===== config.mk =====
export PLATFORM = sky130hd
export DESIGN_NAME = wcta_csr
export DESIGN_NICKNAME = d
export VERILOG_FILES = /design/src/design/wcta_pkg.sv /design/src/design/wcta_csr.sv
export SDC_FILE = /design/constraint.sdc
export NUM_CORES = 1
export LEC_CHECK = 0
export BUFFER_PORTS_ARGS = -buffer_cell sky130_fd_sc_hd__buf_2
export CORE_MARGIN = 3
export CORE_UTILIZATION = 45
export CTS_CLUSTER_SIZE = 14
export DETAILED_ROUTE_END_ITERATION = 10
export PLACE_DENSITY = 0.72
export SETUP_SLACK_MARGIN = 0.05
export SYNTH_ARGS = -nofsm -noshare
export SYNTH_HDL_FRONTEND = slang
export SYNTH_SLANG_ARGS = --single-unit

===== constraint.sdc =====
create_clock -name clock -period 2.9 [get_ports clock]
set_input_delay 0.725 -clock clock [delete_from_list [all_inputs] [get_ports clock]]
set_output_delay 0.725 -clock clock [all_outputs]
set_load 0.02 [all_outputs]

===== src/design/wcta_pkg.sv =====
// ----------------------------------------------------------------------------
// wcta_pkg
// shared constants, codes and transaction types of the wall column texel
// address block
// ----------------------------------------------------------------------------
package wcta_pkg;

   // screen geometry and fixed scale factors of the texel row mapping
   localparam int SCREEN_HEIGHT = 512;
   localparam int HALF_ROWS     = SCREEN_HEIGHT / 2;
   localparam int ROW_SCALE     = 256;
   localparam int HALF_SCALE    = 128;
   localparam int ROW_SHIFT     = $clog2(ROW_SCALE);
   localparam int HALF_SHIFT    = $clog2(HALF_SCALE);

   // field widths
   localparam int COL_W   = 10;
   localparam int ROW_W   = 9;
   localparam int HGT_W   = 16;
   localparam int DIR_W   = 32;
   localparam int FIX_W   = 31;
   localparam int DIM_W   = 13;
   localparam int TEX_W   = 12;
   localparam int NUM_TEX = 4;

   // texel row arithmetic: span position up to 256*h, product with the
   // texture height below 2^36, quotient at most 256*height
   localparam int SPAN_W   = 24;
   localparam int PROD_T_W = 36;
   localparam int QUO_W    = 21;

   // bus widths
   localparam int REQ_DATA_W = 192;
   localparam int RSP_DATA_W = 48;
   localparam int CSR_IDX_W  = 8;

   localparam int QUEUE_DEPTH = 4;

   localparam logic [DIM_W-1:0] DIM_MIN   = DIM_W'(1);
   localparam logic [DIM_W-1:0] DIM_MAX   = DIM_W'(4096);
   localparam logic [DIM_W-1:0] DIM_RESET = DIM_W'(64);

   typedef enum logic [CSR_IDX_W-1:0] {
      CSR_NORTH_WIDTH  = 8'd0,
      CSR_SOUTH_WIDTH  = 8'd1,
      CSR_EAST_WIDTH   = 8'd2,
      CSR_WEST_WIDTH   = 8'd3,
      CSR_NORTH_HEIGHT = 8'd4,
      CSR_SOUTH_HEIGHT = 8'd5,
      CSR_EAST_HEIGHT  = 8'd6,
      CSR_WEST_HEIGHT  = 8'd7
   } csr_index_type;

   typedef enum logic [1:0] {
      SRC_CEILING = 2'd0,
      SRC_FLOOR   = 2'd1,
      SRC_WALL    = 2'd2
   } source_type;

   typedef enum logic [1:0] {
      TEX_NORTH = 2'd0,
      TEX_SOUTH = 2'd1,
      TEX_EAST  = 2'd2,
      TEX_WEST  = 2'd3
   } tex_id_type;

   typedef struct packed {
      logic [NUM_TEX-1:0][DIM_W-1:0] width;
      logic [NUM_TEX-1:0][DIM_W-1:0] height;
   } tex_dims_type;

   typedef struct packed {
      logic [COL_W-1:0] column;
      logic [ROW_W-1:0] row;
      source_type       source;
      tex_id_type       tex_id;
   } meta_type;

   // classified pixel, passed from the front end to the texel pipeline
   typedef struct packed {
      meta_type         meta;
      logic [HGT_W-1:0] height_px;
      logic [SPAN_W-1:0] span_pos;
      logic [DIM_W-1:0] tex_width;
      logic [DIM_W-1:0] tex_height;
      logic [FIX_W-1:0] pos;
      logic [DIR_W-1:0] dir;
      logic [FIX_W-1:0] distance;
   } job_type;

   typedef struct packed {
      meta_type         meta;
      logic [TEX_W-1:0] texel_x;
      logic [TEX_W-1:0] texel_y;
   } result_type;

endpackage


===== src/design/wcta_csr.sv =====
// ----------------------------------------------------------------------------
// wcta_csr
// texture dimension registers with clamping on write
// ----------------------------------------------------------------------------
module wcta_csr (
   input  logic                           clock,
   input  logic                           reset,
   input  logic                           csr_valid,
   output logic                           csr_ready,
   input  logic [wcta_pkg::CSR_IDX_W-1:0] csr_index,
   input  logic [wcta_pkg::DIM_W-1:0]     csr_data,
   output wcta_pkg::tex_dims_type         dims
);
   import wcta_pkg::*;

   logic [NUM_TEX-1:0][DIM_W-1:0] width_ff, width_in;
   logic [NUM_TEX-1:0][DIM_W-1:0] height_ff, height_in;
   logic [DIM_W-1:0]              dim_in;

   assign csr_ready = 1'b1;

   always_comb begin
      if (csr_data < DIM_MIN) begin
         dim_in = DIM_MIN;
      end else if (csr_data > DIM_MAX) begin
         dim_in = DIM_MAX;
      end else begin
         dim_in = csr_data;
      end
   end

   // unknown indexes fall through and leave every register alone
   always_comb begin
      width_in  = width_ff;
      height_in = height_ff;
      if (csr_valid) begin
         case (csr_index_type'(csr_index))
            CSR_NORTH_WIDTH:  width_in[TEX_NORTH]  = dim_in;
            CSR_SOUTH_WIDTH:  width_in[TEX_SOUTH]  = dim_in;
            CSR_EAST_WIDTH:   width_in[TEX_EAST]   = dim_in;
            CSR_WEST_WIDTH:   width_in[TEX_WEST]   = dim_in;
            CSR_NORTH_HEIGHT: height_in[TEX_NORTH] = dim_in;
            CSR_SOUTH_HEIGHT: height_in[TEX_SOUTH] = dim_in;
            CSR_EAST_HEIGHT:  height_in[TEX_EAST]  = dim_in;
            CSR_WEST_HEIGHT:  height_in[TEX_WEST]  = dim_in;
            default: begin
            end
         endcase
      end
   end

   always_ff @(posedge clock) begin
      if (reset) begin
         width_ff  <= {NUM_TEX{DIM_RESET}};
         height_ff <= {NUM_TEX{DIM_RESET}};
      end else begin
         width_ff  <= width_in;
         height_ff <= height_in;
      end
   end

   assign dims.width  = width_ff;
   assign dims.height = height_ff;

endmodule


Word level (Yosys, flattened, before mapping)
Index checks and enable logic that the tools add are counted.

cells by class
  bitwise gates (word level) = 0
  shift operators = 0
  $lt $le $gt $ge = 2
  $mul = 0
  muxes and demuxes = 2
  divide/modulo/power cells = 0
  equality and inequality tests = 7
  add/subtract/negate cells = 0
  reduce and logical (&&, ||, !) cells = 9

operators with widths
  cell                                                                           number
  8-bit by 3-bit equality test with 1-bit output, second input constant          4
  13-bit 2-to-1 mux                                                              2
  8-bit by 2-bit equality test with 1-bit output, second input constant          2
  2-bit AND reduction                                                            8
  13-bit greater-than comparator, second input constant                          1
  13-bit by 1-bit less-than comparator with 1-bit output, second input constant  1
  8-bit by 1-bit equality test with 1-bit output, second input constant          1
  8-bit logical NOT                                                              1

storage, ports and cells
  ROM bits = 0
  memories kept = 0
  bits of input ports = 24
  output and inout port bits = 105
  latch bits = 0
  bits in writable memories = 0
  logic and storage cells = 28
  register bits after elaboration = 104

Longest topological paths before layout
  word-level depth = 3
  mapped depth = 6
  mapped depth without buffers = 3

Worst setup path before layout
Ideal clock, no wire load.

  path type = input to register
  start point = in csr_index[5] in the netlist's numbering
  end point = reg width_ff, in the netlist dims[101]
  library setup time = 0.132 ns
  cell stages on the path = 5
  buffers on the path = 2
  path slack = 0.912 ns
  data arrival time = 1.856 ns
  data required time = 2.768 ns
  cells stage by stage = or4_4 buf_4 buf_6 o31ai_1 a21oi_1

on the way
  longest elaborated chain between the ends = 2

ends and longest elaborated chain
  what                                            RTL line        source
  from (decl)                                     wcta_csr.sv:10  input logic [wcta_pkg::CSR_IDX_W-1:0] csr_index,
  8-bit by 2-bit equality test with 1-bit output  wcta_csr.sv:37  case (csr_index_type'(csr_index))
  2-bit AND reduction (no source line)            --
  to (signal assigned)                            wcta_csr.sv:54  width_ff <= {NUM_TEX{DIM_RESET}};
  to (signal assigned)                            wcta_csr.sv:57  width_ff <= width_in;
  to (decl)                                       wcta_csr.sv:16  logic [NUM_TEX-1:0][DIM_W-1:0] width_ff, width_in;

No other way between the ends.
A chain may end at the register's enable or synchronous reset.

Worst setup path after layout
  start point = in csr_index[5] in the netlist's numbering
  end point = reg width_ff, in the netlist dims[70]

on the way
  longest elaborated chain between the ends = 2

ends and longest elaborated chain
  what                                            RTL line
  8-bit by 1-bit equality test with 1-bit output  wcta_csr.sv:37
  2-bit AND reduction (no source line)            --

No other way between the ends.

==> results.toml <==
[run_status]
status = "finished clean"

[cells_and_area]
finalCoreUtilization_pct = 55.1
nets = 605
area_delta_synth_final_pct = 18.9
fin_area_um2 = 5420
fin_cells = 719
drive_above_1_share_pct = 28.3
largest_reg_flops = 104
antenna_cells = 0

[clock_network]
clock_latency_ns = 0.35
clockBufferDepth = 2
clock-sinks = 104
ctsHoldBuffers = 0
numCtsBuffers = 9
clkTransAtPathRegs_ns = 0.10
postCtsSetupBuffers = 0
cts_tree = "done"
cts_root_buffer = "clkbuf_8"
cts-htree-levels = 3
cts_resized = 0

[synthesis]
synth_edf_count = 0
syn-cell-area_um2 = 4550
synth.area.top_cells = "dfxtp_1 46%, o31ai_1 12%, nand4_1 10%"
syn_nets = 525
synth-seq-cells = 104
synth_ff_type = "dfxtp_1"
avgSynthCellArea_um2 = 9.09
synth_top_cell_area_share_pct = 45.7
synth_common_cells = "104 x dfxtp_1, 76 x nand4_1, 72 x a21oi_1, 72 x o31ai_1, 37 x clkbuf_1"
yosysTopAreaCell = "dfxtp_1"
ys_seq_area_share_pct = 45.7
synth_cell_types = 34
ys.warnings.count = 0
synthCells = 501
synth_most_common_cell = "dfxtp_1"
synthArstFlopShare_pct = 0

[global_route]
grt_first_pass_wirelength_mm = 22.2
grt_pass1_vias = 4303
track_usage_pct = 23.8
grt-ovfl-total = 0
grt_max_degree = 89
antenna_found_initial = 0

[routing]
vias_per_cell = 6.26
ant_nets = 0
post_drt_wl_per_cell_um = 19.5
drcViolationCount = 0
routed_wl_mm = 14.0
dr_total_vias = 4498
drtIter0Drc = 408
drtPass1Iterations = 4

[sta]
min_period_ns = 2.05
hold_violations = 0
period_share_pct = 70.6
slew_headroom_pct = 38.9
rsz0062_at_grt = "no"
drv_slew = 0
postLayoutSetupSlackWorst_ns = 0.853
finalSetupViolCount = 0
timing.setup.tns_ns = 0
finClkSkew_ns = 0
worstMarginPinSlew_ns = 0.915
whs_ns = 0.467
max_freq_ghz = 0.489

[power]
leakage_nw = 2.13
peakVddDrop_mv = 0.316
power.total_mw = 2.72
power_density_nw_per_um2 = 501

[placed_design]
hpwl_mm = 8.85
post-place-ws_ns = 0.540
port_buffers = 127
dp.cells = 703
placed_area_um2 = 5170
gp_congestion = 0.786

[floorplanning]
pin_count = 129
die_w_um = 107
core_region_area_um2 = 9820
die_h_um = 107
row_count = 36
dieArea_um2 = 11400
initial_utilization_pct = 46.4

[worst_setup_path]
ff2ff_setup_slack_ns = 2.18
r2r_end = "dims[78]"
start_kind = "primary input"
endpoint_kind = "register"
worstPathMaxFanout = 67
r2r_cells = 2
arrival_ns = 2.33
worstReg2RegStart = "dims[78]"
cp.required_ns = 3.19
critical_path_class = "in2reg"

[flow_run]
drv_cap = 0

[min_path]
worstHoldPathType = "reg2reg"
hold_path_end = "dims[6]"
hp-start = "dims[6]"
whs_path_depth = 1
final cells by class:
type	instances	area, um^2
Clock inverter	5	104
Tap cell	133	166
Sequential cell	104	2080
Inverter	2	7.51
Timing Repair Buffer	145	808
Clock buffer	11	141
Fill cell	942	4400
Multi-Input combinational cell	319	2110
routing by layer:
metal | global-route usage (%) | vias up | routed length, um
met2 | 36.7 | 214 | 6470
met3 | 6.74 | 31 | 1400
li1 | - | 2090 | -
met4 | 9.68 | 0 | 339
met5 | 0 | - | 0
met1 | 31.5 | 2163 | 5780
cells by family (layout without fill, tap and decap cells):
| logic type | count (synthesis) | after routing | synth area share, % |
|---|---|---|---|
| buffers and inverters | 78 | 163 | 8.35 |
| AO/OA/AOI/OAI | 165 | 165 | 23.8 |
| multiplexers | 16 | 16 | 3.52 |
| AND/OR/NAND/NOR | 137 | 137 | 18.5 |
| other | 1 | 1 | 0.0824 |
| flip-flops | 104 | 104 | 45.7 |
layout by cell type (no fill, tap or decap), drive strengths merged, types with 2 or more instances in the layout:
master and count:
mux2i 16, o2bb2ai 4, a21oi 72, o31ai 72, clkbuf 11, nor4 11
dfxtp 104, a211o 8, and4bb 2, o311ai 4, nand4 76, inv 2
nand3 8, buf 145, bufinv 3, nor2b 12, clkinv 2, nand4bb 2
nand2 18, o41ai 4
worst max path at each step:
stage | startpoint | endpoint | slack [ns] | cells after the start
detailed placement | csr_index[5] | dims[70] | 0.54 | 6
CTS | csr_index[5] | dims[36] | 0.92 | 6
global route | csr_index[5] | dims[15] | 0.73 | 6
floorplan | csr_index[5] | dims[101] | 0.91 | 5
finish | csr_index[5] | dims[70] | 0.85 | 6
global placement | csr_index[5] | dims[74] | 0.58 | 6
worst max-delay path, cell delays in order:
cell	delay [ns]
buf_2	0.11
nor4_2	0.25
buf_4	0.26
buf_4	0.59
nand4_1	0.19
a21oi_1	0.17
power by group:
part           leakage [nW]  switching, mW  internal, mW  total [mW]
Combinational          1.17          0.152        0.0426       0.194
Clock                 0.124          0.494         0.598        1.09
Sequential            0.838       0.000684          1.43        1.43
Total                  2.13          0.646          2.07        2.72
Power figures use the tool's default switching activity.
