**src/design/wcta_pkg.sv**
```systemverilog
// ----------------------------------------------------------------------------
// wcta_pkg
// shared constants, codes and transaction types of the wall column texel
// address block
// ----------------------------------------------------------------------------
package wcta_pkg;

   // screen geometry and fixed scale factors of the texel row mapping
   localparam int SCREEN_HEIGHT = 512;
   localparam int HALF_ROWS     = SCREEN_HEIGHT / 2;
   localparam int ROW_SCALE     = 256;
   localparam int HALF_SCALE    = 128;
   localparam int ROW_SHIFT     = $clog2(ROW_SCALE);
   localparam int HALF_SHIFT    = $clog2(HALF_SCALE);

   // field widths
   localparam int COL_W   = 10;
   localparam int ROW_W   = 9;
   localparam int HGT_W   = 16;
   localparam int DIR_W   = 32;
   localparam int FIX_W   = 31;
   localparam int DIM_W   = 13;
   localparam int TEX_W   = 12;
   localparam int NUM_TEX = 4;

   // texel row arithmetic: span position up to 256*h, product with the
   // texture height below 2^36, quotient at most 256*height
   localparam int SPAN_W   = 24;
   localparam int PROD_T_W = 36;
   localparam int QUO_W    = 21;

   // bus widths
   localparam int REQ_DATA_W = 192;
   localparam int RSP_DATA_W = 48;
   localparam int CSR_IDX_W  = 8;

   localparam int QUEUE_DEPTH = 4;

   localparam logic [DIM_W-1:0] DIM_MIN   = DIM_W'(1);
   localparam logic [DIM_W-1:0] DIM_MAX   = DIM_W'(4096);
   localparam logic [DIM_W-1:0] DIM_RESET = DIM_W'(64);

   typedef enum logic [CSR_IDX_W-1:0] {
      CSR_NORTH_WIDTH  = 8'd0,
      CSR_SOUTH_WIDTH  = 8'd1,
      CSR_EAST_WIDTH   = 8'd2,
      CSR_WEST_WIDTH   = 8'd3,
      CSR_NORTH_HEIGHT = 8'd4,
      CSR_SOUTH_HEIGHT = 8'd5,
      CSR_EAST_HEIGHT  = 8'd6,
      CSR_WEST_HEIGHT  = 8'd7
   } csr_index_type;

   typedef enum logic [1:0] {
      SRC_CEILING = 2'd0,
      SRC_FLOOR   = 2'd1,
      SRC_WALL    = 2'd2
   } source_type;

   typedef enum logic [1:0] {
      TEX_NORTH = 2'd0,
      TEX_SOUTH = 2'd1,
      TEX_EAST  = 2'd2,
      TEX_WEST  = 2'd3
   } tex_id_type;

   typedef struct packed {
      logic [NUM_TEX-1:0][DIM_W-1:0] width;
      logic [NUM_TEX-1:0][DIM_W-1:0] height;
   } tex_dims_type;

   typedef struct packed {
      logic [COL_W-1:0] column;
      logic [ROW_W-1:0] row;
      source_type       source;
      tex_id_type       tex_id;
   } meta_type;

   // classified pixel, passed from the front end to the texel pipeline
   typedef struct packed {
      meta_type         meta;
      logic [HGT_W-1:0] height_px;
      logic [SPAN_W-1:0] span_pos;
      logic [DIM_W-1:0] tex_width;
      logic [DIM_W-1:0] tex_height;
      logic [FIX_W-1:0] pos;
      logic [DIR_W-1:0] dir;
      logic [FIX_W-1:0] distance;
   } job_type;

   typedef struct packed {
      meta_type         meta;
      logic [TEX_W-1:0] texel_x;
      logic [TEX_W-1:0] texel_y;
   } result_type;

endpackage

```
**src/design/wcta_queue.sv**
```systemverilog
// ----------------------------------------------------------------------------
// wcta_queue
// small job queue between the classifier and the texel pipeline
// ----------------------------------------------------------------------------
module wcta_queue #(
   parameter int DEPTH = wcta_pkg::QUEUE_DEPTH
) (
   input  logic              clock,
   input  logic              reset,
   input  logic              push_valid,
   output logic              push_ready,
   input  wcta_pkg::job_type push_job,
   output logic              pop_valid,
   input  logic              pop_ready,
   output wcta_pkg::job_type pop_job
);
   import wcta_pkg::*;

   localparam int PTR_W = $clog2(DEPTH);
   localparam int CNT_W = $clog2(DEPTH + 1);

   job_type          slot_ff [DEPTH];
   logic [PTR_W-1:0] wr_ptr_ff, wr_ptr_in;
   logic [PTR_W-1:0] rd_ptr_ff, rd_ptr_in;
   logic [CNT_W-1:0] count_ff, count_in;
   logic             push;
   logic             pop;

   assign push_ready = (count_ff != CNT_W'(DEPTH));
   assign pop_valid  = (count_ff != '0);
   assign push       = push_valid && push_ready;
   assign pop        = pop_valid && pop_ready;
   assign pop_job    = slot_ff[rd_ptr_ff];

   always_comb begin
      wr_ptr_in = wr_ptr_ff;
      rd_ptr_in = rd_ptr_ff;
      if (push) begin
         wr_ptr_in = (wr_ptr_ff == PTR_W'(DEPTH - 1)) ? '0 : wr_ptr_ff + PTR_W'(1);
      end
      if (pop) begin
         rd_ptr_in = (rd_ptr_ff == PTR_W'(DEPTH - 1)) ? '0 : rd_ptr_ff + PTR_W'(1);
      end
      count_in = count_ff + CNT_W'(push) - CNT_W'(pop);
   end

   always_ff @(posedge clock) begin
      if (reset) begin
         wr_ptr_ff <= '0;
         rd_ptr_ff <= '0;
         count_ff  <= '0;
      end else begin
         wr_ptr_ff <= wr_ptr_in;
         rd_ptr_ff <= rd_ptr_in;
         count_ff  <= count_in;
      end
   end

   always_ff @(posedge clock) begin
      if (push) begin
         slot_ff[wr_ptr_ff] <= push_job;
      end
   end

endmodule

```
**config.mk**
```make
export PLATFORM = sky130hd
export DESIGN_NAME = wcta_queue
export DESIGN_NICKNAME = d
export VERILOG_FILES = /design/src/design/wcta_pkg.sv /design/src/design/wcta_queue.sv
export SDC_FILE = /design/constraint.sdc
export NUM_CORES = 1
export LEC_CHECK = 0
export BUFFER_PORTS_ARGS = -buffer_cell sky130_fd_sc_hd__buf_4
export CORE_MARGIN = 3
export CORE_UTILIZATION = 61
export DETAILED_ROUTE_END_ITERATION = 10
export PLACE_DENSITY = 0.82
export SLEW_MARGIN = 20
export SYNTH_ARGS = -nofsm -noshare
export SYNTH_HDL_FRONTEND = slang
export SYNTH_SLANG_ARGS = --single-unit
```
**constraint.sdc**
```tcl
create_clock -name clock -period 5.15 [get_ports clock]
set_input_delay 0.515 -clock clock [delete_from_list [all_inputs] [get_ports clock]]
set_output_delay 0.515 -clock clock [all_outputs]
set_load 0.01 [all_outputs]
```
======== After elaboration in Yosys (flattened, before gate mapping) ========
Memory sizes are Yosys's and may differ from the RTL's. A register that Yosys moved wholly into a read port is not among the register bits.
Cells that the tools add are included.
word-level totals
  input port bits ......................... 187
  memories kept ........................... 1
  bits in writable memories ............... 732
  register bits after elaboration ......... 7
  output and inout port bits .............. 185
  logic and storage cells ................. 20
cells by class
  reduce and logical (&&, ||, !) cells .... 3
  multiplexer cells ....................... 6
  equal/unequal tests ..................... 3
  $add $sub $neg .......................... 4
memory list
  memory   words  width  rd ports  clocked after memory_dff  write ports  line              text
  slot_ff  4      183    1         1                         1            wcta_queue.sv:22  job_type slot_ff [DEPTH];
operators by type and width
  kind                                                            count
  2-bit two-way mux                                               4
  2-bit by 1-bit adder with 2-bit output (second input constant)  2
  2-bit equality test (second input constant)                     2
  3-bit by 1-bit adder with 3-bit output                          1
  3-bit inequality test (second input constant)                   1
  3-bit nonzero test                                              1
  3-bit by 1-bit subtractor with 3-bit output                     1
  1-bit logical AND                                               2
  1-bit two-way mux                                               2

======== Logic depth before layout (Yosys ltp) ========
Gate-level depths: netlist (run 1).
  word-level depth ........................ 4
  gate-level depth with buffers ........... 11
  mapped depth without buffers ............ 10

======== Worst setup path before layout (run 1) ========
OpenSTA, ideal clock, no wires.
  kind .................................... register -> register
  start ................................... reg count_ff[1]
  end ..................................... mem slot_ff[0][0] (netlist name), enable pin
  clock period less this slack ............ 3408 ps
  buffers on the path ..................... 1
  setup slack ............................. 1742 ps
  data required time ...................... 4687 ps
  stages on the path, launching flop included .. 4
  setup time .............................. 463 ps
  data arrival time ....................... 2945 ps
  cells stage by stage .................... dfxtp_1 > or3b_1 > clkbuf_2 > and3_2
between the ends
  word-level cells in the longest chain between the ends .. 4
ends and longest elaborated chain
  element                                  line              text
  from (decl)                              wcta_queue.sv:25  logic [CNT_W-1:0] count_ff, count_in;
  from (signal assigned)                   wcta_queue.sv:55  count_ff <= count_in;
  3-bit inequality test                    wcta_queue.sv:29  assign push_ready = (count_ff != CNT_W'(DEPTH));
  net push_ready                           wcta_queue.sv:11  output logic push_ready,
  1-bit logical AND                        wcta_queue.sv:31  assign push = push_valid && push_ready;
  1-bit two-way mux                        wcta_queue.sv:60  if (push) begin
  1-bit two-way mux (not written as such)  wcta_queue.sv:61  slot_ff[wr_ptr_ff] <= push_job;
  to (decl)                                wcta_queue.sv:22
The timed path passes the listed nets, and every way through them passes these cells.

==> metrics.txt, run 1 <==
status complete, no violations; gr usage total about 26%; # fillers 2,202; Site Rows 76; post-synthesis instance total 1,005; # IOs about 370; Final Cycle Share 64.8%; register area share after synthesis 82.3%; Power, Total 16.3 mW; vias in the first global route 13,494; die width 216 microns; ys async rst share 0%; CTS tree built; Clock transition at path regs 0.07 ns; CP startpoint kind register; count of final setup violators 0; nets@finish 1,621; peak supply drop 0.397 mV; crit path max fanout 46; critical path data required time 4.64 ns; synthesized netlist net count 1,200; Final Hold Viols 0; die area 0.0467 sq mm; CP endpoint kind output pin; via count 12,525; clock latency on the worst-skew pair roughly 0.6 ns; vias per inst 6.06; Setup TNS 0 ns; hold_sp push_job[126]; Synth warnings 0; Setup Fix Bufs, Post-CTS 0; total CTS buffers 71; global-route wire length before repair 87,900 microns; slew at the pin closest to its max-slew limit 0.972 ns; initial antenna violation count 4; reg-to-reg startpoint count_ff[1]; area of the core 0.0434 sq mm; distinct cell type count after synthesis 28; # clock sinks 741; DP HPWL 33,000 microns; Post-CTS Hold Fix Bufs 0; cell leakage power 10.9 nW; Synth Area per Inst between 20 and 30 sq um; routability cong. between 0.7 and 0.8; CTS root buf clkbuf_16; Post-synth EDFFs 732; WL final a little under 60,000 microns; Cell Area, Synth roughly 0.027 sq mm; total grt overflow 0; Crit Path Category reg2out; P&R area growth vs syn 20.9%; min cycle time layout ~3.3 ns; port bufs 371; Synth Flop Type edfxtp_1; Post-CTS Resized 0; post-route ant nets 0; DR iter-0 viols 1,037; layout cells sized above 1 about 46%; worst endpoint data arrival time 2.82 ns; Slew headroom 35.2%; H-tree levels 3; Initial Util 62.1%; MaxCap Viol Count 0; wire per inst 28.4 microns; Die Y roughly 220 microns; RSZ-0062 raised after global routing false; drt drc 0; Detailed Routing Iterations Pass 1 5; fin. max-slew vios 0; largest net degree at the start of global routing 99; worst min-delay path category in2reg; highest clock rate 0.300 GHz; FF+latch count, synth 741; final clock skew roughly 0.019 ns; Pwr per Cell Area roughly 500 mW/mm^2; clk buf depth 3
## cell type report
type	instances	area (sq um)	share of cell area, %
flip-flops and latches	741	22200	68.1
inverters	5	18.8	0.0577
clock inverters	39	269	0.827
clock buffers	88	1880	5.79
multi-input cells	216	4410	13.6
repair buffers	391	3050	9.37
diodes	1	2.50	0.00769
well taps	585	732	2.25
## cell usage after synthesis, types with 2 or more instances
library cell | n | area [sq um]
and3_2 | 4 | 30.0
buf_2 | 17 | 85.1
buf_6 | 19 | 214
clkbuf_1 | 4 | 15.0
dfxtp_1 | 9 | 180
edfxtp_1 | 732 | 22000
ha_1 | 7 | 87.6
inv_1 | 5 | 18.8
mux2i_1 | 2 | 20.0
mux4_2 | 183 | 4120
nand2_1 | 2 | 7.51
nand2b_1 | 2 | 12.5
nor2_1 | 3 | 11.3
or3_1 | 2 | 12.5
## report_power, final
group          leakage, nW  total, mW  switching (mW)  internal [mW]
Clock                 1.06       4.87            2.12           2.75
Combinational         3.04       3.75            1.84           1.91
Sequential            6.78       7.70           0.302           7.40
Total                 10.9       16.3            4.27           12.1
## sequential cells by signal, summed over array words and instances (netlist names), named ones only
name       count
count_ff       3
rd_ptr_ff      2
wr_ptr_ff      2
slot_ff      732
## critical path: stages (launching register included)
cell,delay [ns]
dfxtp_4,0.98
buf_4,0.46
mux4_2,0.58
buf_4,0.17
## worst paths after layout
| kind | to | slack, ns | depth (start not counted) |
|---|---|---|---|
| max | pop_job[181] | 1.81 | 3 |
| max reg2reg | count_ff[2] | 2.56 | 10 |
| min | slot_ff[1][126] | 0.11 | 1 |
| min reg2reg | register | 0.48 | 2 |
## logic make-up (layout without fill, tap and decap cells)
logic type      Yosys count  count (layout)  synth area share (%)
mux                     185             185                  15.4
compound gates            4               4                 0.112
xor+xnor                  1               1                0.0325
simple gates             18              18                 0.404
flops                   741             741                  82.3
other cells               0               1                     0
buf+inv                  48             523                  1.34
fa+ha+maj                 8               8                 0.400
## layout by cell type (no fill, tap or decap), drive strengths merged, types with 4 or more instances in the layout
| master | instances |
|---|---|
| edfxtp | 732 |
| buf | 391 |
| mux4 | 183 |
| clkbuf | 88 |
| clkinv | 30 |
| dfxtp | 9 |
| inv | 9 |
| ha | 7 |
| and3 | 4 |
## stage by stage
step	util [%]	std cells	setup slack (ns)	cell area, sq um	hold slack, ns
2_1_floorplan	-	1005	1.74	26900	0.463
3_3_place_gp	70.1	1938	2.36	30400	0.459
3_5_place_dp	70.1	1938	2.36	30400	0.476
4_1_cts	75.0	2065	1.68	32500	0.0779
5_1_grt	75.0	2066	1.56	32500	0.0897
6_report	75.0	2066	1.81	32500	0.113
## per-layer routing
layer / up-vias / global-route usage (%) / wire length, microns
met3: 111 / 9.69 / 6440
met1: 6553 / 32.5 / 20200
met4: 6 / 8.12 / 1710
li1: 5201 / - / -
met5: - / 0 / 28
met2: 654 / 42.5 / 30400
Power figures use the tool's default switching activity.
==> inputs of run 2 (changes only) <==
--- a/config.mk
+++ b/config.mk
@@ -7,9 +7,9 @@
 export LEC_CHECK = 0
 export BUFFER_PORTS_ARGS = -buffer_cell sky130_fd_sc_hd__buf_4
 export CORE_MARGIN = 3
-export CORE_UTILIZATION = 61
+export CORE_UTILIZATION = 57
 export DETAILED_ROUTE_END_ITERATION = 10
-export PLACE_DENSITY = 0.82
+export PLACE_DENSITY = 0.77
 export SLEW_MARGIN = 20
 export SYNTH_ARGS = -nofsm -noshare
 export SYNTH_HDL_FRONTEND = slang
==> constraint.sdc (replaced) <==
create_clock -name clock -period 3.3 [get_ports clock]
set_input_delay 0.33 -clock clock [delete_from_list [all_inputs] [get_ports clock]]
set_output_delay 0.33 -clock clock [all_outputs]
set_load 0.01 [all_outputs]
==> metrics.txt, run 2 (synthesis results as in run 1) <==
status complete, no violations; P&R area growth vs syn 28.6%; worst endpoint data arrival time 2.51 ns; post-route ant nets 0; count of final setup violators 0; Initial Util approximately three fifths; sequential cell area between 0.02 and 0.025 sq mm; Slew headroom approximately two fifths; area of the core 0.0460 sq mm; max FFs per register 732; vias in the first global route 14,231; R2R setup slack 0.79 ns; Min-Delay Endpoint wr_ptr_ff[0]; min cycle time layout 2.84 ns; via count about 13,000; # fillers 2,351; # IOs 372; clk buf depth 3; H-tree levels 3; Final Cycle Share 86.2%; Crit Path Category reg2out; Clock transition at path regs 0.06 ns; DR iter-0 viols approximately 1,100; slew at the pin closest to its max-slew limit 0.913 ns; largest net degree at the start of global routing 124; RSZ-0062 raised after global routing false; crit path max fanout 28; Site Rows slightly below 80; initial antenna violation count 9; total grt overflow 0; total CTS buffers around 70; most common cell after layout, fill and taps aside edfxtp_1; Top reg by flops slot_ff; DP HPWL 32,400 microns; reg-to-reg startpoint count_ff[1]; worst min-delay path category in2reg; vias per inst around 5.8; die width approximately 220 microns; wire per inst between 20 and 30 microns; Finished Core Util 75.3%; clock latency on the worst-skew pair between 0.5 and 0.6 ns; CP startpoint kind register; Power, Total 26.0 mW; nets@finish 1,814; final clock skew 0.0181 ns; global-route wire length before repair 89,500 microns; fin. max-slew vios 0; Die Y 223 microns; CTS root buf clkbuf_16; Detailed Routing Iterations Pass 1 5; cell leakage power ~12 nW; Cell Area, Placed 0.0305 sq mm; most frequent cells in the layout edfxtp_1 (732), buf_4 (385), dlygate4sd3_1 (184); drt drc 0; layout cells sized above 1 41.0%; port bufs roughly 370; hold depth 3; Register-to-Register Path Depth 10; Final Hold Viols 0; critical path data required time between 2 and 3 ns; peak supply drop 0.617 mV; WL final 59,900 microns; Largest regs slot_ff: 732 flops, count_ff: 3 flops; CTS tree built; area of the multi-input gates 0.00441 sq mm; routability cong. roughly 0.75; MaxCap Viol Count 0; # clock sinks 741; highest clock rate 0.352 GHz; Worst R2R End count_ff[2]; Final Instance Area 0.0346 sq mm; CP endpoint kind output pin; hold_sp push_valid; Pwr per Cell Area around 750 mW/mm^2; die area between 0.04 and 0.05 sq mm; Hold Slack between 0.07 and 0.08 ns; gr usage total 24.2%
run 2: worst max path at each step:
stage                            from       endpoint  slack, ns  depth (start not counted)
after floorplan           count_ff[1]  slot_ff[0][0]      -0.11                          3
after global placement    count_ff[1]    count_ff[2]       0.89                         10
after detailed placement  count_ff[1]    count_ff[2]       0.80                         10
after CTS                    register   pop_job[159]       0.32                          3
after global routing         register   pop_job[159]       0.26                          3
final                        register   pop_job[154]       0.46                          3
run 2: worst max-delay path, cell delays in order (launching register included):
cell,delay [ns]
dfxtp_4,0.71
buf_4,0.46
mux4_2,0.58
buf_4,0.16
run 2: stage by stage:
step / setup TNS (ns) / setup slack (ns) / instances
after CTS: 0 / 0.321 / 2264
after detailed placement: 0 / 0.797 / 1961
after floorplan: -78.70 / -0.108 / 1005
after global routing: 0 / 0.258 / 2269
final: 0 / 0.456 / 2270
after global placement: 0 / 0.888 / 1961
run 2: routing by layer:
metal / up-vias / GRT usage [%] / wire length, microns / part of all wire (%)
li1: 5590 / - / - / -
met1: 6974 / 31.1 / 21800 / 36
met2: 571 / 40.0 / 31200 / 52
met3: 108 / 7.74 / 5360 / 9.0
met4: 8 / 7.92 / 1510 / 2.5
met5: - / 0 / 51 / 0.085
run 2: where the power goes:
group          leakage (nW)  internal (mW)  switching, mW
clock                  1.09           4.60           3.32
combinational          3.86           3.17           3.00
sequential             6.78           11.6          0.380
total                  11.7           19.3           6.70
run 2: timing repair:
item	in CTS	in global routing
setup buffers	0	0
hold endpoints to repair	739	0
hold buffers	184	0
gates resized for setup	0	0
run 2: final cells by class:
| class | count | share of cell area (%) |
|---|---|---|
| clock inverters | 29 | 0.857 |
| inverters | 5 | 0.0542 |
| repair buffers | 583 | 14.5 |
| multi-input cells | 216 | 12.7 |
| clock buffers | 90 | 5.59 |
| diodes | 6 | 0.0434 |
| flip-flops and latches | 741 | 64.1 |
| well taps | 600 | 2.17 |
