==> config.mk <==
export PLATFORM = sky130hd
export DESIGN_NAME = wcta_front
export DESIGN_NICKNAME = d
export VERILOG_FILES = /design/src/design/wcta_pkg.sv /design/src/design/wcta_front.sv
export SDC_FILE = /design/constraint.sdc
export NUM_CORES = 1
export LEC_CHECK = 0
export BUFFER_PORTS_ARGS = -buffer_cell sky130_fd_sc_hd__buf_2
export CORE_AREA = 2 2 189 191
export DETAILED_ROUTE_END_ITERATION = 6
export DIE_AREA = 0 0 191 193
export PLACE_DENSITY = 0.38
export SYNTH_ARGS = -nofsm -noshare
export SYNTH_HDL_FRONTEND = slang
export SYNTH_SLANG_ARGS = --single-unit
export TNS_END_PERCENT = 5
==> constraint.sdc <==
create_clock -name vclk -period 4.8
set_clock_uncertainty 0.2 [all_clocks]
set_input_delay 0.24 -clock vclk [all_inputs]
set_output_delay 0.24 -clock vclk [all_outputs]
set_load 0.05 [all_outputs]
==> src/design/wcta_pkg.sv <==
// ----------------------------------------------------------------------------
// wcta_pkg
// shared constants, codes and transaction types of the wall column texel
// address block
// ----------------------------------------------------------------------------
package wcta_pkg;

   // screen geometry and fixed scale factors of the texel row mapping
   localparam int SCREEN_HEIGHT = 512;
   localparam int HALF_ROWS     = SCREEN_HEIGHT / 2;
   localparam int ROW_SCALE     = 256;
   localparam int HALF_SCALE    = 128;
   localparam int ROW_SHIFT     = $clog2(ROW_SCALE);
   localparam int HALF_SHIFT    = $clog2(HALF_SCALE);

   // field widths
   localparam int COL_W   = 10;
   localparam int ROW_W   = 9;
   localparam int HGT_W   = 16;
   localparam int DIR_W   = 32;
   localparam int FIX_W   = 31;
   localparam int DIM_W   = 13;
   localparam int TEX_W   = 12;
   localparam int NUM_TEX = 4;

   // texel row arithmetic: span position up to 256*h, product with the
   // texture height below 2^36, quotient at most 256*height
   localparam int SPAN_W   = 24;
   localparam int PROD_T_W = 36;
   localparam int QUO_W    = 21;

   // bus widths
   localparam int REQ_DATA_W = 192;
   localparam int RSP_DATA_W = 48;
   localparam int CSR_IDX_W  = 8;

   localparam int QUEUE_DEPTH = 4;

   localparam logic [DIM_W-1:0] DIM_MIN   = DIM_W'(1);
   localparam logic [DIM_W-1:0] DIM_MAX   = DIM_W'(4096);
   localparam logic [DIM_W-1:0] DIM_RESET = DIM_W'(64);

   typedef enum logic [CSR_IDX_W-1:0] {
      CSR_NORTH_WIDTH  = 8'd0,
      CSR_SOUTH_WIDTH  = 8'd1,
      CSR_EAST_WIDTH   = 8'd2,
      CSR_WEST_WIDTH   = 8'd3,
      CSR_NORTH_HEIGHT = 8'd4,
      CSR_SOUTH_HEIGHT = 8'd5,
      CSR_EAST_HEIGHT  = 8'd6,
      CSR_WEST_HEIGHT  = 8'd7
   } csr_index_type;

   typedef enum logic [1:0] {
      SRC_CEILING = 2'd0,
      SRC_FLOOR   = 2'd1,
      SRC_WALL    = 2'd2
   } source_type;

   typedef enum logic [1:0] {
      TEX_NORTH = 2'd0,
      TEX_SOUTH = 2'd1,
      TEX_EAST  = 2'd2,
      TEX_WEST  = 2'd3
   } tex_id_type;

   typedef struct packed {
      logic [NUM_TEX-1:0][DIM_W-1:0] width;
      logic [NUM_TEX-1:0][DIM_W-1:0] height;
   } tex_dims_type;

   typedef struct packed {
      logic [COL_W-1:0] column;
      logic [ROW_W-1:0] row;
      source_type       source;
      tex_id_type       tex_id;
   } meta_type;

   // classified pixel, passed from the front end to the texel pipeline
   typedef struct packed {
      meta_type         meta;
      logic [HGT_W-1:0] height_px;
      logic [SPAN_W-1:0] span_pos;
      logic [DIM_W-1:0] tex_width;
      logic [DIM_W-1:0] tex_height;
      logic [FIX_W-1:0] pos;
      logic [DIR_W-1:0] dir;
      logic [FIX_W-1:0] distance;
   } job_type;

   typedef struct packed {
      meta_type         meta;
      logic [TEX_W-1:0] texel_x;
      logic [TEX_W-1:0] texel_y;
   } result_type;

endpackage

==> src/design/wcta_front.sv <==
// ----------------------------------------------------------------------------
// wcta_front
// pixel classifier: wall span clamp, ceiling or floor or wall, texture pick
// ----------------------------------------------------------------------------
module wcta_front (
   input  logic [wcta_pkg::COL_W-1:0] column,
   input  logic [wcta_pkg::ROW_W-1:0] row,
   input  logic [wcta_pkg::HGT_W-1:0] wall_height,
   input  logic                       hit_side,
   input  logic [wcta_pkg::DIR_W-1:0] dir_x,
   input  logic [wcta_pkg::DIR_W-1:0] dir_y,
   input  logic [wcta_pkg::FIX_W-1:0] distance,
   input  logic [wcta_pkg::FIX_W-1:0] pos_x,
   input  logic [wcta_pkg::FIX_W-1:0] pos_y,
   input  wcta_pkg::tex_dims_type     dims,
   output wcta_pkg::job_type          job
);
   import wcta_pkg::*;

   logic [HGT_W-1:0]  h_eff;
   logic [HGT_W-1:0]  half_h;
   logic [HGT_W:0]    mid_sum;
   logic [HGT_W:0]    span_top;
   logic [HGT_W:0]    span_bot;
   logic [HGT_W:0]    row_ext;
   logic              in_span;
   logic [SPAN_W:0]   span_sum;
   source_type        source;
   tex_id_type        tex_id;

   // zero height counts as one pixel
   assign h_eff   = (wall_height == '0) ? HGT_W'(1) : wall_height;
   assign half_h  = h_eff >> 1;
   assign mid_sum = (HGT_W+1)'(HALF_ROWS) + (HGT_W+1)'(half_h);
   assign row_ext = (HGT_W+1)'(row);

   always_comb begin
      if (half_h >= HGT_W'(HALF_ROWS)) begin
         span_top = '0;
      end else begin
         span_top = (HGT_W+1)'(HALF_ROWS) - (HGT_W+1)'(half_h);
      end
      if (mid_sum >= (HGT_W+1)'(SCREEN_HEIGHT)) begin
         span_bot = (HGT_W+1)'(SCREEN_HEIGHT - 1);
      end else begin
         span_bot = mid_sum;
      end
   end

   assign in_span = (row_ext >= span_top) && (row_ext <= span_bot);

   always_comb begin
      if (in_span) begin
         source = SRC_WALL;
      end else if (row_ext < (HGT_W+1)'(HALF_ROWS)) begin
         source = SRC_CEILING;
      end else begin
         source = SRC_FLOOR;
      end
      if (!hit_side) begin
         tex_id = dir_x[DIR_W-1] ? TEX_WEST : TEX_EAST;
      end else begin
         tex_id = dir_y[DIR_W-1] ? TEX_NORTH : TEX_SOUTH;
      end
   end

   // 256*row - 128*screen_height + 128*h, never negative inside the span
   assign span_sum = ((SPAN_W+1)'(row) << ROW_SHIFT)
                   + ((SPAN_W+1)'(h_eff) << HALF_SHIFT)
                   - (SPAN_W+1)'(HALF_SCALE * SCREEN_HEIGHT);

   always_comb begin
      job.meta.column = column;
      job.meta.row    = row;
      job.meta.source = source;
      job.meta.tex_id = tex_id;
      job.height_px   = h_eff;
      job.span_pos    = span_sum[SPAN_W-1:0];
      job.tex_width   = dims.width[tex_id];
      job.tex_height  = dims.height[tex_id];
      job.distance    = distance;
      if (!hit_side) begin
         job.pos = pos_y;
         job.dir = dir_y;
      end else begin
         job.pos = pos_x;
         job.dir = dir_x;
      end
   end

endmodule

# Word-level counts from Yosys, hierarchy flattened
# Index checks and enable logic that the tools add are counted.
# word_totals
ff_bits	0
input_bits	297
output_inout_bits	183
# classes
addsub	4
n_lt_le_gt_ge	6
mux	13
reduce_logical	2
# op_table
op	n
63-bit 2-to-1 mux	1
13-bit binary-select mux with 2-bit select	2
16-bit 2-to-1 mux	2
13-bit 2-to-1 mux	2
17-bit by 23-bit adder with 24-bit output	1
24-bit by 17-bit subtractor with 24-bit output (second input constant)	1
9-bit by 17-bit greater-or-equal comparator with 1-bit output	1
9-bit by 17-bit less-or-equal comparator with 1-bit output	1
17-bit 2-to-1 mux	1
9-bit by 15-bit adder with 16-bit output (first input constant)	1
16-bit by 10-bit greater-or-equal comparator with 1-bit output (second input constant)	1
16-bit zero test	1
9-bit by 15-bit subtractor with 16-bit output (first input constant)	1
15-bit by 9-bit greater-or-equal comparator with 1-bit output (second input constant)	1
9-bit < comparator (second input constant)	1
2-bit 2-to-1 mux	2
2-bit by 3-bit < comparator with 1-bit output (second input constant)	1
1-bit 2-to-1 mux	3
1-bit logical AND	1

# Logic depth before layout (Yosys ltp)
# Gate-level depths: netlist of the first run.
# logic_depth
ltp_word	8
ltp_mapped	20

# Worst setup path before layout of the first run
# OpenSTA, ideal clock, no wires.
# synth_path
path_kind	in2out
start	input wall_height[3] in the netlist's numbering
end	output job[162] in the netlist's numbering
arrival_time_ps	4123
required_ps	4360
path_slack_ps	237
path_stages	17
cell_sequence	or3_4 > nor4_4 > nand2_4 > nand2_1 > inv_1 > ha_1 > nand3_1 > xor2_1 > nand4_4 > or3_1 > ha_1 > nor2b_1 > o21bai_1 > a31oi_1 > o311a_1 > o21ai_0 > a31oi_1
# synth_rtl
element	line	source
start: declaration	wcta_front.sv:8	input logic [wcta_pkg::HGT_W-1:0] wall_height,
end: declaration	wcta_front.sv:16	output wcta_pkg::job_type job

==> results of run 1 <==
## power by group through the flow
stage | Clock, mW | Sequential, mW | Combinational (mW)
after global routing | 0 | 0 | 0.996
after CTS | 0 | 0 | 0.946
after floorplan | 0 | 0 | 0.759
final | 0 | 0 | 0.940
after global placement | 0 | 0 | 0.946
after detailed placement | 0 | 0 | 0.944
## Yosys cell counts (all sizes together), types with 2 or more instances
cell type  instances
a211oi            30
a21o               5
a21oi             43
a31oi              2
and4               2
buf               61
clkbuf            28
ha                58
inv               22
mux2              63
mux2i             26
nand2             25
nand2b             3
nand3              5
nand4              4
nand4b             2
nor2              12
nor2b             31
nor3              12
nor4               5
o21a               2
o21ai             12
o21bai             4
or3                5
xnor2             13
xor2               8
## worst max-delay path, delay by kind of cell
| kind | cells | cell delay (ns) |
|---|---|---|
| simple gates | 9 | 1.65 |
| compound gates | 4 | 0.70 |
| xor+xnor | 1 | 0.23 |
| buf+inv | 4 | 0.64 |
| fa+ha+maj | 2 | 0.53 |
## cells by family after synthesis
group                    count (synthesis)  share of synthesized area
XOR/XNOR                                21                    0.05369
multiplexers                            89                     0.2477
AND/OR/NAND/NOR                        112                     0.1668
buffers and inverters                  112                     0.1655
other                                    1                  0.0009579
AO/OA/AOI/OAI                          106                     0.1748
adder cells (fa/ha/maj)                 59                     0.1905
## layer usage
metal  global-route usage  vias up  wire length, um
li1                     -     2371                -
met1               0.1270     2120             8779
met2               0.1589      224             9604
met3              0.02262       26             1703
met4              0.01133        8              267
met5                    0        -               51
## layout make-up
class                      instances  share of cell area
inverter                          22             0.01373
tap                              461             0.09588
multi-input combinational        394              0.5480
timing repair buffer             404              0.3423
## path summary, 6_finish.rpt
path,cells past startpoint,slack [ns],from,endpoint
worst max-delay path,20,0.34,wall_height[7],job[163]
worst min-delay path,0,0.28,distance[18],job[18]
## timing repair
action	in CTS	in global routing
buffers inserted	0	1
resized for setup	0	3
endpoints found under the setup margin	0	2
hold buffers	0	0
## per-stage QoR
stage	area (um^2)	hold slack (ns)	total power [mW]	setup WS [ns]	utilization
final	6016	0.2800	0.9398	0.3396	0.1721
after detailed placement	5998	0.2803	0.9437	0.1763	0.1716
after CTS	5998	0.2803	0.9459	0.1583	0.1716
after global routing	6016	0.2801	0.9957	0.04317	0.1721
after global placement	5998	0.2803	0.9464	0.2380	0.1716
after floorplan	3938	0.4471	0.7588	0.2366	-
==> summary.md, run 1 <==
| Metric | Value |
|---|---|
| Iter 0 DRT Violations | ~120 |
| Post-route ant nets | 0 |
| Worst Path Class, Setup | in2out |
| Leak | roughly 3.1 nW |
| WL final | between 20000 and 25000 um |
| Sw Pwr | about 0.65 mW |
| Area delta synth->final | 53.66% |
| HPWL reported at the end of detailed placement | 18170 um |
| ANT cells | 0 |
| Inst Count DP | between 1000 and 1500 |
| Clk network pwr share | 0 |
| GRT Resource Usage Total | 0.09498 |
| Layout clock buffers | 0 |
| Max-slew headroom | 0.4356 |
| Crit Path Max Fanout | 9 |
| Most common cell after layout, fill and taps aside | buf_2 |
| Area share of the largest cell type after synthesis | 0.1854 |
| Area of the multi-input gates | approximately 3300 um^2 |
| Worst slew pin tran | 0.8467 ns |
| Setup tns final | 0 ns |
| Cell-internal power | around 0.29 mW |
| Post-layout min period | ~4.5 ns |
| Final period util | 0.9293 |
| PwrDens | roughly 160 nW/um^2 |
| Remaining global-route overflow | 0 |
| Die Area | roughly 37000 um^2 |
| Unrepaired setup endpoints after global routing | false |
| Post-Synthesis Cells | 500 |
| Element type at the critical path end | primary output |
| Initial antenna violation count | 5 |
| Crit path DAT | ~4 ns |
| Worst min path class | in2out |
| Crit-path slowest cell | or3_1 |
| Top Ports | between 400 and 500 |
| Fin nets | about 1200 |
| Hold Fails Final Rpt | 0 |
| Layout cell share with drive strength beyond 1 | 0.5890 |
| Number of port buffers | a little under 400 |
| # setup viols final | 0 |
| Die Span Y | between 150 and 200 um |
| Number of detailed-route iterations in the first pass | 4 |
| Startpoint Class | input port |
| CP required | ~4.4 ns |
| DR vias/cell | around 3.7 |
| Max Transition Viols Final | 0 |
| Count of different cell masters after synthesis | between 50 and 60 |
| Post-route insts no fill | 1281 |
| Die Width | about 190 um |
| Max-Cap Viols | 0 |
| Peak VDD IR | between 100 and 150 uV |
| Status | complete, no violations |
| FF+latch area | 0 um^2 |
| Row count | 69 |
| Pin count of the biggest net entering global routing | 64 |
| Max incr delay on CP | 0.42 ns |
| Syn Area/Cell | just under 8 um^2 |
| Switching Share | 0.6966 |
| Routability congestion estimate | 0.8406 |
| WL per Instance | between 15 and 20 um |
| Vias in the first global route | 4186 |
| Initial core utilization | 0.1120 |
| Synthesis warning total | 0 |
| Yosys top cell by area | ha_1 |
| Mapped cell area | 3915 um^2 |
| Max Freq | around 0.22 GHz |
| Filler instances | about 4000 |
| Commonest cells after routing, fill and taps aside | buf_2, mux2_2, ha_1 |
| Vias | around 4700 |
| Part of the power in combinational logic | 1.000 |
| First-pass GRT wire length | 26390 um |
| Drt drc | 0 |
| Core area | around 35000 um^2 |
| Post-synthesis sequential area ratio | 0 |
| Seq pwr share | 0 |
| Crit-path cells | buf_2, or3_1, nor4_4, buf_4, nand2_4, nand2_1, inv_1, ha_1, nand2_1, xor2_1, nand4_4, nor3_1, ha_1, nor2b_1, o21bai_1, a31oi_1, o311a_1, o21ai_1, and3_1, clkbuf_4 |
| Ranking of synthesized cells by area | ha_1, mux2_2, buf_4, mux2i_1, a211oi_1 |
| Seq cells | 0 |
Power figures use the tool's default switching activity.
==> run 2, diff against run 1 <==
--- a/config.mk
+++ b/config.mk
@@ -10,6 +10,7 @@
 export DETAILED_ROUTE_END_ITERATION = 6
 export DIE_AREA = 0 0 191 193
 export PLACE_DENSITY = 0.38
+export RECOVER_POWER = 25
 export SYNTH_ARGS = -nofsm -noshare
 export SYNTH_HDL_FRONTEND = slang
 export SYNTH_SLANG_ARGS = --single-unit
==> constraint.sdc (replaced) <==
create_clock -name vclk -period 5.51
set_clock_uncertainty 0.2 [all_clocks]
set_input_delay 0.2755 -clock vclk [all_inputs]
set_output_delay 0.2755 -clock vclk [all_outputs]
set_load 0.05 [all_outputs]
==> run 2 against run 1 <==
Global-route usage is 0.080 points lower; critical path depth down 1; die area did not move; final cell count is 0.62% lower; final area is 1.4% lower; critical endpoint unchanged.
==> summary.md, run 2 (same netlist as run 1, synthesis figures left out) <==
| Metric | Value |
|---|---|
| Routability congestion estimate | 0.8169 |
| WL per Instance | ~16 um |
| Setup tns final | 0 ns |
| Final period util | 0.8679 |
| Clk network pwr share | 0 |
| Remaining global-route overflow | 0 |
| Vias | 4696 |
| Min-delay src | distance[18] |
| Crit Path Max Fanout | 9 |
| Number of detailed-route iterations in the first pass | 4 |
| First-pass GRT wire length | between 20000 and 30000 um |
| Cells on Worst Hold Path | 0 |
| Max-slew headroom | 0.4315 |
| GRT Resource Usage Total | 0.09417 |
| HPWL reported at the end of detailed placement | around 18000 um |
| Initial core utilization | 0.1120 |
| Unrepaired setup endpoints after global routing | false |
| Worst slew pin tran | approximately 0.85 ns |
| Fin nets | 1168 |
| Worst Path Class, Setup | in2out |
| Pin count of the biggest net entering global routing | 55 |
| Die Area | 36860 um^2 |
| Commonest cells after routing, fill and taps aside | buf_2, mux2_2, ha_1 |
| Hold Fails Final Rpt | 0 |
| Hold buffers post-CTS | 0 |
| Most common cell after layout, fill and taps aside | buf_2 |
| Leak | a little over 3 nW |
| Hold_ws | 0.3510 ns |
| PwrDens | 136.9 nW/um^2 |
| Inst Count DP | between 1000 and 1500 |
| Seq pwr share | 0 |
| Max Transition Viols Final | 0 |
| Filler instances | 4026 |
| Post-route ant nets | 0 |
| Switching Share | 0.6997 |
| Crit path DAT | roughly 4.3 ns |
| Top Ports | between 400 and 500 |
| Number of port buffers | ~390 |
| Max-Cap Viols | 0 |
| Layout clock buffers | 0 |
| Row count | around 70 |
| Final core utilization | 0.1697 |
| FF+latch area | 0 um^2 |
| Max Freq | about 0.21 GHz |
| Startpoint Class | input port |
| Cell-internal power | ~0.24 mW |
| Peak VDD IR | approximately 88 uV |
| Sw Pwr | around 0.57 mW |
| Layout cell share with drive strength beyond 1 | 0.5790 |
| Vias in the first global route | between 4000 and 5000 |
| Element type at the critical path end | primary output |
| CP required | 5.03 ns |
| Area of the multi-input gates | 3289 um^2 |
| Post-CTS sizing | 0 |
| Initial antenna violation count | 5 |
| Core area | 34960 um^2 |
| Post-route insts no fill | roughly 1300 |
| # setup viols final | 0 |
| WL final | 20210 um |
| Worst min path class | in2out |
| Die Width | 191 um |
| Part of the power in combinational logic | 1.000 |
| Setup Buffers After CTS | 0 |
| Post-layout min period | ~4.8 ns |
| Iter 0 DRT Violations | 120 |
| Drt drc | 0 |
| Area delta synth->final | 51.52% |
| Status | complete, no violations |
| Seq cells | 0 |
| DR vias/cell | 3.689 |
| Hold Crit Endpoint | job[18] |
| Die Span Y | between 150 and 200 um |
[run 2: cell count changes in the layout (fill, tap and decap cells not counted), sizes merged]
cell    delta
buf       -12
clkbuf     +2
diode      +2
[run 2: worst max-delay path, cell delays in order]
cell	delay, ns
buf_2	0.15
or3_4	0.43
nor4_4	0.39
nand2_4	0.13
nand2_1	0.21
inv_1	0.09
ha_1	0.27
nand3_1	0.13
xor2_1	0.23
nand4_4	0.18
nor3_1	0.18
ha_1	0.27
nor2b_1	0.14
o21bai_1	0.12
a31oi_1	0.09
o311a_1	0.33
o21ai_0	0.21
and3_1	0.20
buf_2	0.26
[run 2: layer usage]
| metal | global-route usage | vias up | routed length (um) |
|---|---|---|---|
| met3 | 0.01810 | 18 | 1603 |
| met5 | 0 | - | 40 |
| met4 | 0.006261 | 6 | 140 |
| li1 | - | 2355 | - |
| met1 | 0.1271 | 2104 | 8753 |
| met2 | 0.1616 | 213 | 9674 |
[run 2: worst max-delay path by stage]
| stage | startpoint | endpoint | slack (ns) | cells past startpoint |
|---|---|---|---|---|
| floorplan | wall_height[3] | job[162] | 0.88 | 17 |
| global placement | wall_height[3] | job[163] | 0.74 | 19 |
| detailed placement | wall_height[3] | job[163] | 0.65 | 19 |
| CTS | wall_height[3] | job[163] | 0.65 | 19 |
| global route | wall_height[3] | job[163] | 0.30 | 19 |
| finish | wall_height[3] | job[163] | 0.73 | 19 |
[run 2: power by group through the flow]
stage	combinational, mW	clock [mW]	sequential [mW]
floorplan	0.661	0	0
global placement	0.819	0	0
detailed placement	0.817	0	0
CTS	0.820	0	0
global route	0.865	0.0000000243	0
finish	0.812	0.0000000487	0
[run 2: area by class of cell]
type | instances | area share
diodes | 2 | 0.0008437
repair buffers | 394 | 0.3335
inverters | 22 | 0.01392
multi-input cells | 394 | 0.5545
well taps | 461 | 0.09724
[run 2: through the flow]
stage	setup WS (ns)	power, mW	instance area, um^2
global route	0.3004	0.8646	5929
global placement	0.7359	0.8194	5931
finish	0.7276	0.8123	5932
detailed placement	0.6483	0.8171	5931
CTS	0.6468	0.8198	5931
floorplan	0.8756	0.6611	3938
